--- src/sv/srg_pkg.sv ---
package srg_pkg;

    localparam int COLS_DEF        = 32;
    localparam int VALUE_WIDTH_DEF = 64;

    localparam int ROW_W      = 16;
    localparam int COL_W      = 6;
    localparam int OCOL_W     = 5;
    localparam int KIND_W     = 2;
    localparam int NCOL_W     = 6;
    localparam int CFG_IDX_W  = 2;
    localparam int CFG_DATA_W = 6;
    localparam int Q_DEPTH    = 2;

    localparam logic [CFG_IDX_W-1:0] REG_KIND     = 2'd0;
    localparam logic [CFG_IDX_W-1:0] REG_NUM_COLS = 2'd1;

    localparam logic [KIND_W-1:0] KIND_UNSIGNED1 = 2'd0;
    localparam logic [KIND_W-1:0] KIND_SIGNED1   = 2'd1;
    localparam logic [KIND_W-1:0] KIND_SECOND    = 2'd2;

    localparam logic [NCOL_W-1:0] NUM_COLS_RST = 6'd32;
    localparam logic [ROW_W-1:0]  LAST_ROW     = 16'hFFFF;

    typedef struct packed {
        logic [KIND_W-1:0] kind;
        logic [NCOL_W-1:0] num_cols;
    } t_cfg;

    typedef struct packed {
        logic             err;
        logic [ROW_W-1:0] row;
    } t_cmd;

    typedef struct packed {
        logic             vld;
        logic             err;
        logic             emit;
        logic             last;
        logic             wr;
        logic             sp;
        logic             sp_one;
        logic             sub;
        logic [ROW_W-1:0] row;
        logic [COL_W-1:0] col;
    } t_tok;

endpackage

--- src/sv/srg_front.sv ---
module srg_front (
    input  logic                             i_clk,
    input  logic                             i_rst_n,
    input  logic                             i_valid,
    input  logic                             i_restart,
    output logic                             o_stall,
    input  logic                             i_cfg_valid,
    output logic                             o_cfg_ready,
    input  logic [srg_pkg::CFG_IDX_W-1:0]    i_cfg_index,
    input  logic [srg_pkg::CFG_DATA_W-1:0]   i_cfg_data,
    output srg_pkg::t_cfg                    o_cfg,
    output logic                             o_push,
    output srg_pkg::t_cmd                    o_cmd,
    input  logic                             i_full
);
    import srg_pkg::*;

    logic [KIND_W-1:0] r_kind;
    logic [NCOL_W-1:0] r_num_cols;
    logic [ROW_W-1:0]  r_row_cnt;
    logic              r_exhausted;
    logic [ROW_W-1:0]  n_row_cnt;
    logic              n_exhausted;
    logic [ROW_W-1:0]  cur_row;
    logic              cur_exh;

    assign o_stall     = i_full;
    assign o_cfg_ready = 1'b1;
    assign o_push      = i_valid && !i_full;
    assign o_cfg.kind     = r_kind;
    assign o_cfg.num_cols = r_num_cols;

    // restart takes effect before the item is classified
    always_comb begin
        cur_row = i_restart ? '0 : r_row_cnt;
        cur_exh = i_restart ? 1'b0 : r_exhausted;
        o_cmd.err = cur_exh;
        o_cmd.row = cur_exh ? '0 : cur_row;
        n_row_cnt   = r_row_cnt;
        n_exhausted = r_exhausted;
        if (o_push && !cur_exh) begin
            if (cur_row == LAST_ROW) begin
                n_row_cnt   = cur_row;
                n_exhausted = 1'b1;
            end else begin
                n_row_cnt   = cur_row + ROW_W'(1);
                n_exhausted = 1'b0;
            end
        end
    end

    always_ff @(posedge i_clk) begin
        if (!i_rst_n) begin
            r_row_cnt   <= '0;
            r_exhausted <= 1'b0;
        end else begin
            r_row_cnt   <= n_row_cnt;
            r_exhausted <= n_exhausted;
        end
    end

    always_ff @(posedge i_clk) begin
        if (!i_rst_n) begin
            r_kind     <= KIND_UNSIGNED1;
            r_num_cols <= NUM_COLS_RST;
        end else if (i_cfg_valid) begin
            case (i_cfg_index)
                REG_KIND:     r_kind     <= i_cfg_data[KIND_W-1:0];
                REG_NUM_COLS: r_num_cols <= i_cfg_data[NCOL_W-1:0];
                default: ;
            endcase
        end
    end

endmodule

--- config.mk ---
export PLATFORM = sky130hd
export DESIGN_NAME = srg_front
export DESIGN_NICKNAME = d
export VERILOG_FILES = /design/src/sv/srg_pkg.sv /design/src/sv/srg_front.sv
export SDC_FILE = /design/constraint.sdc
export NUM_CORES = 1
export LEC_CHECK = 0
export ABC_AREA = 1
export BUFFER_PORTS_ARGS = -buffer_cell sky130_fd_sc_hd__buf_4
export CORE_UTILIZATION = 45
export DETAILED_ROUTE_END_ITERATION = 16
export PLACE_DENSITY = 0.72
export SLEW_MARGIN = 20
export SYNTH_ARGS = -nofsm -noshare
export SYNTH_HDL_FRONTEND = slang
export SYNTH_SLANG_ARGS = --single-unit
export TNS_END_PERCENT = 5
--- constraint.sdc ---
create_clock -name i_clk -period 1.5 [get_ports i_clk]
set_input_delay 0.225 -clock i_clk [delete_from_list [all_inputs] [get_ports i_clk]]
set_output_delay 0.225 -clock i_clk [all_outputs]
set_load 0.02 [all_outputs]
==> metrics.txt <==
setup_tns=-0.5717 ns; hold_buf cts=0; Final WS setup=-0.07662 ns; Seq cells post-synth=25; mean post-synth cell area=6.537 µm²; grt total ovfl=0; pwr/cell area=568.2 nW/µm²; WP data arrival=1.74 ns; status=finished with violations; final wirelength=4455 µm; Pins Over Slew Limit=0; MaxCap Viol Count=0; biggest area consumer among synthesized cells=dfxtp_1; final-layout fill cell count=368; Leak Pwr=1.171 nW; fin crit period=1.577 ns; Worst EP required=1.66 ns; post-route ant nets=0; CTS clk-pin slew, worst paths=0.10 ns; ANT cells=0; synth top area cells=dfxtp_1 29%, nand2_1 13%, nor2_1 10%; GR Layer Usage met2=43.75%; port bufs=40; root buffer cell=clkbuf_8; GR Util met3=4.821%; area grow syn2layout=38.72%; clock buffer depth=2; final setup violation count=11; GP Congestion=0.9261; share of the synthesized area in the top cell type=29.11%; nets=348; CTS sink cnt=25; switching power=0.3826 mW; Chip Width=63.81 µm; cells after synthesis=263; Reg power frac=50.9%; number of global-route vias before repair=1,733; critical path fanouts, max=8; YS warnings=0; Skew-Pair Late Insertion Delay=0.28 ns; Synth Cell Area=1719 µm²; total power=1.355 mW; most common cell after layout, fill and taps aside=buf_4; full die area=4072 µm²; CORE AREA=3661 µm²; largest net degree at the start of global routing=17; drt pass-1 iters=5; CP Capture Type=flop; share of cells above drive strength 1=38.55%; vias=1,890; syn nets=278; Routed wire per std cell=11.72 µm; DRT iter0 DRCs=70; CTS tree=built; TritonCTS buffer count=3; maximum clock rate=634.3 MHz; GRT Resource Usage Total=23.92%; # DRC=0; Comb pwr share=16.6%; unrepaired setup endpoints after global routing=yes; worst clock skew=0.002427 ns; period utilisation layout=105.1%; Most Crowded Layer GR=met2; I/O Pins=42; HPWL Detailed=3305 µm; R2R setup slack=-0.08 ns; initial antenna violation count=0; post-synth cell types=31; Setup CP Type=reg -> reg; # H-tree levels=1; Rows=22; most frequent cells in the layout=75 x buf_4, 59 x nand2_1, 44 x nor2_1; Clk network pwr share=32.4%; vias per inst=4.974; global-route wire length before repair=7665 µm; Final Hold Vio Count=0; Int Pwr=0.9724 mW; Hold Path Class=in -> reg; sw frac=28.24%; met1 global-route usage=28.56%; Max IR drop VDD=0.7367 mV; initial core utilization=46.96%; die height=63.81 µm; CP Launch Type=flop; sequential share of the synthesized area=29.11%; failing checks=setup timing
cells by family (layout without fill, tap and decap cells):
kind of cell	Yosys count	count (layout)	share of synthesized area (%)
AND/OR/NAND/NOR	167	168	49.05
adder cells (fa/ha/maj)	1	1	0.7277
other	1	1	0.2181
flip-flops	25	25	29.11
AO/OA/AOI/OAI	24	24	7.861
buffers and inverters	45	113	13.03
metal layers:
layer	vias to the layer above	wire length, µm
li1	970	-
met1	867	1849
met2	49	2327
met3	4	234
met4	0	45
met5	-	0
layout make-up:
cell class	count	area, µm²	area share [%]
clock buffer	3	41.29	1.731
clock inverter	1	8.758	0.3673
inverter	33	131.4	5.509
multi-input combinational	194	1066	44.70
sequential	25	503.0	21.09
tap	48	60.06	2.518
timing repair buffer	76	574.3	24.08
final timing paths:
| check | from | to | cells past startpoint |
|---|---|---|---|
| hold / removal | i_cfg_data[5] | r_num_cols[5] | 3 |
| setup / recovery | r_row_cnt[1] | r_row_cnt[10] | 12 |
| hold reg to reg | r_num_cols[5] | r_num_cols[5] | 2 |
| setup reg to reg | r_row_cnt[1] | r_row_cnt[10] | 12 |
Yosys cell counts (all sizes together):
cell and n:
inv 33, nand2 65, nand4 8, nor3 4, ha 1, a21oi 10, and2 1, a31oi 1
o21ai 12, or2 3, clkbuf 2, nand3 29, buf 10, dfxtp 25, conb 1, o211ai 1
nor2 57
power groups by stage:
stage / logic (mW) / registers [mW] / clock network (mW)
2_1_floorplan: 0.113 / 0.718 / 0
3_3_place_gp: 0.221 / 0.705 / 0
3_5_place_dp: 0.224 / 0.705 / 0
4_1_cts: 0.226 / 0.690 / 0.453
5_1_grt: 0.248 / 0.692 / 0.480
6_report: 0.226 / 0.690 / 0.439
state kept, by name (all words and copies together) (netlist names):
name and count:
r_row_cnt 16, r_num_cols 6, r_exhausted 1, r_kind 2
repair_timing:
action,in CTS,in global routing
cloned,1,0
setup buffers,3,0
endpoints found under the hold margin,0,0
pin swaps,7,0
endpoints found under the setup margin,17,17
gates resized for setup,5,3
worst max-delay path: stages, from the launching register on:
cell and delay, ns:
dfxtp_2 0.34, inv_2 0.05, nor2_4 0.11, ha_4 0.15, nand2_2 0.06, inv_2 0.07, nand3_4 0.10, nor2_8 0.17
nand3_4 0.16, nand3_1 0.11, nand2_1 0.05, nand2_1 0.05, nor2_1 0.04
stage by stage:
step                      util, %  hold slack [ns]  cell area [µm²]  instances  setup slack, ns
final                       65.14           0.1565             2385        380         -0.07662
after global routing        65.14           0.1561             2385        380          -0.1808
after CTS                   64.70           0.1535             2369        380         -0.04631
after detailed placement    62.06           0.4529             2272        372          -0.1119
after global placement      62.06           0.4422             2272        372         -0.07813
after floorplan                 -           0.3514             1757        263         -0.04104
No activity file was read; power rests on OpenSTA's default activity.
