### config.mk
export PLATFORM = sky130hd
export DESIGN_NAME = srg_queue
export DESIGN_NICKNAME = d
export VERILOG_FILES = /design/src/sv/srg_pkg.sv /design/src/sv/srg_queue.sv
export SDC_FILE = /design/constraint.sdc
export NUM_CORES = 1
export LEC_CHECK = 0
export ABC_AREA = 0
export BUFFER_PORTS_ARGS = -buffer_cell sky130_fd_sc_hd__buf_2
export CAP_MARGIN = 10
export CORE_UTILIZATION = 50
export DETAILED_ROUTE_END_ITERATION = 6
export PLACE_DENSITY = 0.75
export SLEW_MARGIN = 25
export SYNTH_ARGS = -nofsm -noshare
export SYNTH_HDL_FRONTEND = slang
export SYNTH_SLANG_ARGS = --single-unit
export TNS_END_PERCENT = 50
### constraint.sdc
create_clock -name i_clk -period 1.77 [get_ports i_clk]
set_clock_uncertainty 0.05 [all_clocks]
set_input_delay 0.177 -clock i_clk [delete_from_list [all_inputs] [get_ports i_clk]]
set_output_delay 0.177 -clock i_clk [all_outputs]
set_load 0.05 [all_outputs]
### src/sv/srg_pkg.sv
package srg_pkg;

    localparam int COLS_DEF        = 32;
    localparam int VALUE_WIDTH_DEF = 64;

    localparam int ROW_W      = 16;
    localparam int COL_W      = 6;
    localparam int OCOL_W     = 5;
    localparam int KIND_W     = 2;
    localparam int NCOL_W     = 6;
    localparam int CFG_IDX_W  = 2;
    localparam int CFG_DATA_W = 6;
    localparam int Q_DEPTH    = 2;

    localparam logic [CFG_IDX_W-1:0] REG_KIND     = 2'd0;
    localparam logic [CFG_IDX_W-1:0] REG_NUM_COLS = 2'd1;

    localparam logic [KIND_W-1:0] KIND_UNSIGNED1 = 2'd0;
    localparam logic [KIND_W-1:0] KIND_SIGNED1   = 2'd1;
    localparam logic [KIND_W-1:0] KIND_SECOND    = 2'd2;

    localparam logic [NCOL_W-1:0] NUM_COLS_RST = 6'd32;
    localparam logic [ROW_W-1:0]  LAST_ROW     = 16'hFFFF;

    typedef struct packed {
        logic [KIND_W-1:0] kind;
        logic [NCOL_W-1:0] num_cols;
    } t_cfg;

    typedef struct packed {
        logic             err;
        logic [ROW_W-1:0] row;
    } t_cmd;

    typedef struct packed {
        logic             vld;
        logic             err;
        logic             emit;
        logic             last;
        logic             wr;
        logic             sp;
        logic             sp_one;
        logic             sub;
        logic [ROW_W-1:0] row;
        logic [COL_W-1:0] col;
    } t_tok;

endpackage

### src/sv/srg_queue.sv
module srg_queue (
    input  logic          i_clk,
    input  logic          i_rst_n,
    input  logic          i_push,
    input  srg_pkg::t_cmd i_cmd,
    output logic          o_full,
    input  logic          i_pop,
    output srg_pkg::t_cmd o_cmd,
    output logic          o_empty
);
    import srg_pkg::*;

    localparam int PTR_W = $clog2(Q_DEPTH);
    localparam int CNT_W = $clog2(Q_DEPTH + 1);

    t_cmd             r_mem [Q_DEPTH];
    logic [PTR_W-1:0] r_wr_ptr;
    logic [PTR_W-1:0] r_rd_ptr;
    logic [CNT_W-1:0] r_count;

    assign o_full  = (r_count == CNT_W'(Q_DEPTH));
    assign o_empty = (r_count == '0);
    assign o_cmd   = r_mem[r_rd_ptr];

    always_ff @(posedge i_clk) begin
        if (i_push) begin
            r_mem[r_wr_ptr] <= i_cmd;
        end
    end

    always_ff @(posedge i_clk) begin
        if (!i_rst_n) begin
            r_wr_ptr <= '0;
            r_rd_ptr <= '0;
            r_count  <= '0;
        end else begin
            if (i_push) begin
                r_wr_ptr <= r_wr_ptr + PTR_W'(1);
            end
            if (i_pop) begin
                r_rd_ptr <= r_rd_ptr + PTR_W'(1);
            end
            if (i_push && !i_pop) begin
                r_count <= r_count + CNT_W'(1);
            end else if (i_pop && !i_push) begin
                r_count <= r_count - CNT_W'(1);
            end
        end
    end

endmodule

==> results of run 1 <==
-- final cells by class --
type	count	area, µm²
well taps	31	38.8
fillers	197	793
inverters	1	3.75
flip-flops and latches	39	1120
multi-input cells	33	309
repair buffers	60	395
clock buffers	8	68.8
-- worst min path at each step --
stage / cells past startpoint / to / start / slack (ns)
2_1_floorplan: 0 / r_mem[0][0] / i_cmd[0] / 0.23
3_3_place_gp: 1 / r_mem[0][8] / i_cmd[8] / 0.31
3_5_place_dp: 1 / r_mem[1][8] / i_cmd[8] / 0.32
4_1_cts: 2 / r_count[0] / i_rst_n / 0.02
5_1_grt: 2 / r_wr_ptr / i_rst_n / 0.03
6_report: 2 / r_wr_ptr / i_rst_n / 0.04
-- flip-flops by register name, summed over array words and instances, names as in the netlist, named ones only --
signal    cells
r_rd_ptr      1
r_mem        34
r_count       2
r_wr_ptr      1
-- synth_stat cells --
library cell / number
sky130_fd_sc_hd__and2_1: 4
sky130_fd_sc_hd__o21ai_0: 1
sky130_fd_sc_hd__o21a_1: 1
sky130_fd_sc_hd__and2b_2: 1
sky130_fd_sc_hd__dfxtp_1: 5
sky130_fd_sc_hd__or3_1: 1
sky130_fd_sc_hd__nor2b_1: 2
sky130_fd_sc_hd__mux2_2: 17
sky130_fd_sc_hd__buf_2: 1
sky130_fd_sc_hd__xnor2_1: 1
sky130_fd_sc_hd__nor2_1: 1
sky130_fd_sc_hd__a21boi_1: 1
sky130_fd_sc_hd__ha_1: 1
sky130_fd_sc_hd__buf_4: 1
sky130_fd_sc_hd__inv_1: 1
sky130_fd_sc_hd__edfxtp_1: 34
sky130_fd_sc_hd__xor2_1: 2
-- cell families after synthesis --
| kind of cell | count (synthesis) | share of synthesized area, % |
|---|---|---|
| AOI/OAI and AO/OA | 3 | 1.39 |
| adders and majority gates | 1 | 0.866 |
| xor gates and xnor gates | 3 | 1.82 |
| buffers and inverters | 3 | 1.13 |
| DFF | 39 | 77.6 |
| and+or+nand+nor | 9 | 3.90 |
| muxes | 17 | 13.3 |
-- metal layers --
| metal | up-vias | part of all wire, % |
|---|---|---|
| met4 | 0 | 2.0 |
| li1 | 409 | - |
| met1 | 401 | 38 |
| met2 | 30 | 54 |
| met3 | 8 | 6.4 |
| met5 | - | 0 |
-- cells in the final DEF (no fill, tap or decap), drive strengths merged, types with 2 or more instances in the layout --
cell         Yosys  routed
and2             4       4
buf              2      43
clkbuf           0       8
dfxtp            5       5
dlygate4sd3      0      17
edfxtp          34      34
mux2            17      17
nor2b            2       2
xor2             2       2
-- metrics by stage --
stage	utilization [%]	area [µm²]	setup WS (ns)	power, mW	hold slack, ns
after floorplan	-	1440	0.204	1.38	0.226
after global placement	62.1	1700	0.370	1.47	0.314
after detailed placement	62.1	1700	0.346	1.48	0.318
after CTS	70.9	1940	0.0338	2.00	0.0243
after global routing	71.0	1940	0.0174	2.06	0.0289
final	71.0	1940	0.0859	1.97	0.0448
-- report_power, final --
group	total [mW]	leakage, nW	switching, mW	internal, mW
sequential	1.08	0.361	0.0221	1.06
combinational	0.404	0.368	0.260	0.144
clock	0.489	0.0386	0.256	0.234
total	1.97	0.767	0.538	1.43
-- what timing repair did --
item,in CTS,in global routing
cloned,0,0
setup endpoints to repair,13,7
resized for setup,1,1
hold buffers,17,0
endpoints found under the hold margin,34,0
==> impl_metrics.tcl, run 1 <==
set metrics [dict create \
    groute.layer.met1.usage_pct 17.2 \
    timing.critical_path.slowest_stage_cell "sky130_fd_sc_hd__dfxtp_4" \
    synth_area_leaders "sky130_fd_sc_hd__edfxtp_1 71%, sky130_fd_sc_hd__mux2_2 13%, sky130_fd_sc_hd__dfxtp_1 6.9%" \
    wl_per_cell_um 13.9 \
    rr_startpoint "r_wr_ptr" \
    grt_antenna_before_repair 0 \
    root_buffer "sky130_fd_sc_hd__clkbuf_4" \
    critical_path_class "register to output pin" \
    synth_largest_type_area_fraction_pct 70.7 \
    worst_margin_slew_ns 0.257 \
    std_cell_rows 19 \
    via_count_of_the_first_global_routing_pass 851 \
    worst_setup_path_end_kind "output pin" \
    later_pin_clock_latency_in_the_skew_report_ns 0.33 \
    antenna_cells 0 \
    outcome "finished, final reports clean" \
    reg2reg_depth 2 \
    vias 848 \
    busiest_layer "met2" \
    layout.cells.non_filler 172 \
    drt_iter0_drc 16 \
    timing.max_cap.violations 0 \
    reg2reg_slack_ns 0.60 \
    cts.sinks 39 \
    synthesis.area_per_instance_um2 19.3 \
    finalCritPeriodShare_pct 95.1 \
    cells_traversed_along_the_worst_timing_path "buf_4, mux2_2, buf_2" \
    synth_cell_types 17 \
    worst_ir_drop_vdd_uv 774 \
    portBuffers 39 \
    chipHeight_um 55.7 \
    detailedRoute.firstPassIterationCount 4 \
    cp.depth 3 \
    max_slew_margin_pct 83.0 \
    synthesis.instances 75 \
    synthDominantAreaCellType "sky130_fd_sc_hd__edfxtp_1" \
    drc_errors 0 \
    critPathCapture "o_cmd[11]" \
    period_needed_ns 1.68 \
    area_delta_synth_final_pct 34.4 \
    finalMaxSlewViolations 0 \
    setup_viol 0 \
    core_mm2 0.00273 \
    pwr_density_cell_mw_per_mm2 1020 \
    postSynthNetCount 97 \
    synth.yosys.warnings 0 \
    timing.critical_path.required_ns 1.54 \
    totalWireLength_um 2390 \
    gpl.final_weighted_congestion 0.720 \
    mappedNetlistArea_mm2 0.00144 \
    nNetsFinal 162 \
    detail-route-antenna-nets 0 \
    grt_overflow 0 \
    cts_inserted_buffers 5 \
    start_util_pct 52.8 \
    start_kind "register" \
    cts_tree "built" \
    rsz0062_at_grt "no" \
    grt_start_max_net_pins 18 \
    critical_path_peak_fanout 7 \
    grtUsageMet2_pct 31.5 \
    placed_cells_incl_taps 147 \
    io_pins 40 \
    critical_path_arrival_ns 1.46 \
    hold_path_class "primary input to register" \
    use_met3_pct 6.51 \
    crit_path_max_incr_delay_ns 0.39 \
    layout_cell_share_with_drive_strength_beyond_1_pct 49.6 \
    htreeDepth 2 \
    max_freq_mhz 594 \
    timing.rr.end "r_mem[0][10]" \
    worst_path_dominant_cell_family "flip-flops" \
    hpwl_um 1470 \
    crit_buf_inv 2 \
    area_of_the_die_mm2 0.00311 \
    timing.final.hold_violations 0 \
    fp.dieW_um 55.7 \
    avgViaCountPerCell 4.93 \
    fin_setup_tns_ns 0 \
    grt.total_usage_pct 17.2 \
    cts.clk_slew.worst_paths_ns 0.10 \
    grt_pass1_wl_um 3820 \
    yosys_register_bits 39 \
    static-leakage-power_nw 0.767 \
    postCtsSetupBuffers 0 \
    clockBufferDepth 2 \
    synth_sequential_area_ratio_pct 77.6 \
]
No activity file was read; power rests on OpenSTA's default activity.
==> run 2: changes to the inputs <==
CORE_ASPECT_RATIO = 1.25   (was unset)
==> impl_metrics.tcl, run 2 (same netlist as run 1, synthesis figures left out) <==
set metrics [dict create \
    outcome "finished, final reports clean" \
    rr_startpoint "r_wr_ptr" \
    grt_antenna_before_repair 0 \
    pwr_density_cell_mw_per_mm2 1100 \
    worst_ir_drop_vdd_uv 898 \
    hold_path_class "primary input to register" \
    antenna_cells 0 \
    fin_setup_tns_ns 0 \
    portBuffers 39 \
    core_mm2 0.00271 \
    gpl.final_weighted_congestion 0.604 \
    area_delta_synth_final_pct 37.2 \
    wl_per_cell_um 12.9 \
    area_of_the_die_mm2 0.00311 \
    cts.clk_slew.worst_paths_ns 0.11 \
    cts_tree "built" \
    drc_errors 0 \
    comb_power_share_pct 18.6 \
    placed_cells_incl_taps 151 \
    grt_overflow 0 \
    start_util_pct 53.4 \
    later_pin_clock_latency_in_the_skew_report_ns 0.34 \
    via_count_of_the_first_global_routing_pass 777 \
    busiest_layer "met2" \
    chipHeight_um 62.1 \
    use_met3_pct 6.08 \
    drt_iter0_drc 25 \
    root_buffer "sky130_fd_sc_hd__clkbuf_4" \
    layout_cell_share_with_drive_strength_beyond_1_pct 49.3 \
    avgViaCountPerCell 4.72 \
    registers.top_by_ff_count "r_mem" \
    fp.dieW_um 50.1 \
    worst_setup_path_end_kind "output pin" \
    detail-route-antenna-nets 0 \
    hpwl_um 1490 \
    cts.sinks 39 \
    timing.rr.end "r_mem[1][14]" \
    grtUsageMet2_pct 28.2 \
    grt_pass1_wl_um 3290 \
    setup_viol 0 \
    most_frequent_cells_in_the_layout "39 x sky130_fd_sc_hd__buf_2, 34 x sky130_fd_sc_hd__edfxtp_1, 17 x sky130_fd_sc_hd__mux2_2, 17 x sky130_fd_sc_hd__dlygate4sd3_1" \
    clockBufferDepth 2 \
    layout.cells.non_filler 176 \
    net_switching_power_uw 544 \
    static-leakage-power_nw 0.786 \
    io_pins 40 \
    grt.total_usage_pct 16.0 \
    cts_inserted_buffers 5 \
    timing.max_cap.violations 0 \
    htreeDepth 2 \
    vias 830 \
    groute.layer.met1.usage_pct 16.1 \
    critical_path_arrival_ns 1.44 \
    min_delay_path_depth 2 \
    grt_start_max_net_pins 13 \
    rsz0062_at_grt "no" \
    seq_pwr_share_pct 49.2 \
    min-delay-start "i_rst_n" \
    nNetsFinal 163 \
    critical_path_class "register to output pin" \
    period_needed_ns 1.66 \
    finalMaxSlewViolations 0 \
    leading_cell_type_in_the_layout_fill_and_taps_excluded "sky130_fd_sc_hd__buf_2" \
    finalCritPeriodShare_pct 93.9 \
    largest_register_ffs 34 \
    reg2reg_depth 2 \
    worst_margin_slew_ns 0.348 \
    power_frac_clock_pct 32.2 \
    timing.final.hold_violations 0 \
    totalWireLength_um 2280 \
    critical_path_peak_fanout 11 \
    internal_power_mw 1.64 \
    detailedRoute.firstPassIterationCount 4 \
    power.switching_fraction_pct 24.9 \
    max_slew_margin_pct 76.8 \
    post_cts_resize_count 0 \
    reg2reg_slack_ns 0.43 \
    start_kind "register" \
    max_freq_mhz 602 \
    layout_top_registers "r_mem x34, r_count x2" \
    hold_path_end "r_wr_ptr" \
    std_cell_rows 21 \
    timing.critical_path.required_ns 1.54 \
]
run 2: how the worst max path moves through the flow:
stage	start	end	slack [ns]	cells after the start
6_report	register	o_cmd[14]	0.11	3
5_1_grt	register	o_cmd[11]	0.01	3
4_1_cts	register	o_cmd[11]	0.07	3
3_5_place_dp	r_wr_ptr	r_mem[1][14]	0.43	2
3_3_place_gp	r_wr_ptr	r_mem[1][10]	0.48	2
2_1_floorplan	r_wr_ptr	r_mem[0][0]	0.20	1
run 2: layout make-up:
cell class | count | area, µm²
Clock buffer | 6 | 41.3
Tap cell | 34 | 42.5
Multi-Input combinational cell | 33 | 309
Sequential cell | 39 | 1120
Timing Repair Buffer | 61 | 403
Fill cell | 176 | 726
Clock inverter | 2 | 60.1
Inverter | 1 | 3.75
run 2: worst max-delay path, cell delays in order, from the launching register on:
cell and delay (ns):
sky130_fd_sc_hd__dfxtp_1 0.34, sky130_fd_sc_hd__buf_4 0.19, sky130_fd_sc_hd__mux2_2 0.35, sky130_fd_sc_hd__buf_2 0.21
run 2: repair_timing:
action / CTS / global route
endpoints found under the hold margin: 34 / 0
buffers inserted: 0 / 0
hold buffers: 17 / 0
run 2: metrics by stage:
step	instance area [µm²]	hold slack [ns]	util, %	setup WS, ns	total power, mW
after global routing	1980	0.00638	73.2	0.0141	2.27
final	1980	0.0282	73.2	0.108	2.19
after CTS	1980	0.0154	73.2	0.0707	2.21
after floorplan	1440	0.226	-	0.204	1.38
after global placement	1710	0.314	63.2	0.484	1.47
after detailed placement	1710	0.318	63.2	0.433	1.48
run 2: layer usage:
| layer | vias to the layer above | routed length [µm] |
|---|---|---|
| met5 | - | 0 |
| met4 | 0 | 50 |
| met3 | 5 | 134 |
| met2 | 27 | 1180 |
| met1 | 386 | 914 |
| li1 | 412 | - |
run 2: power by group through the flow:
stage	clock (mW)	combinational, mW	sequential (mW)
2_1_floorplan	0	0.287	1.09
3_5_place_dp	0	0.381	1.10
6_report	0.704	0.408	1.08
4_1_cts	0.727	0.411	1.08
3_3_place_gp	0	0.374	1.09
5_1_grt	0.756	0.432	1.08
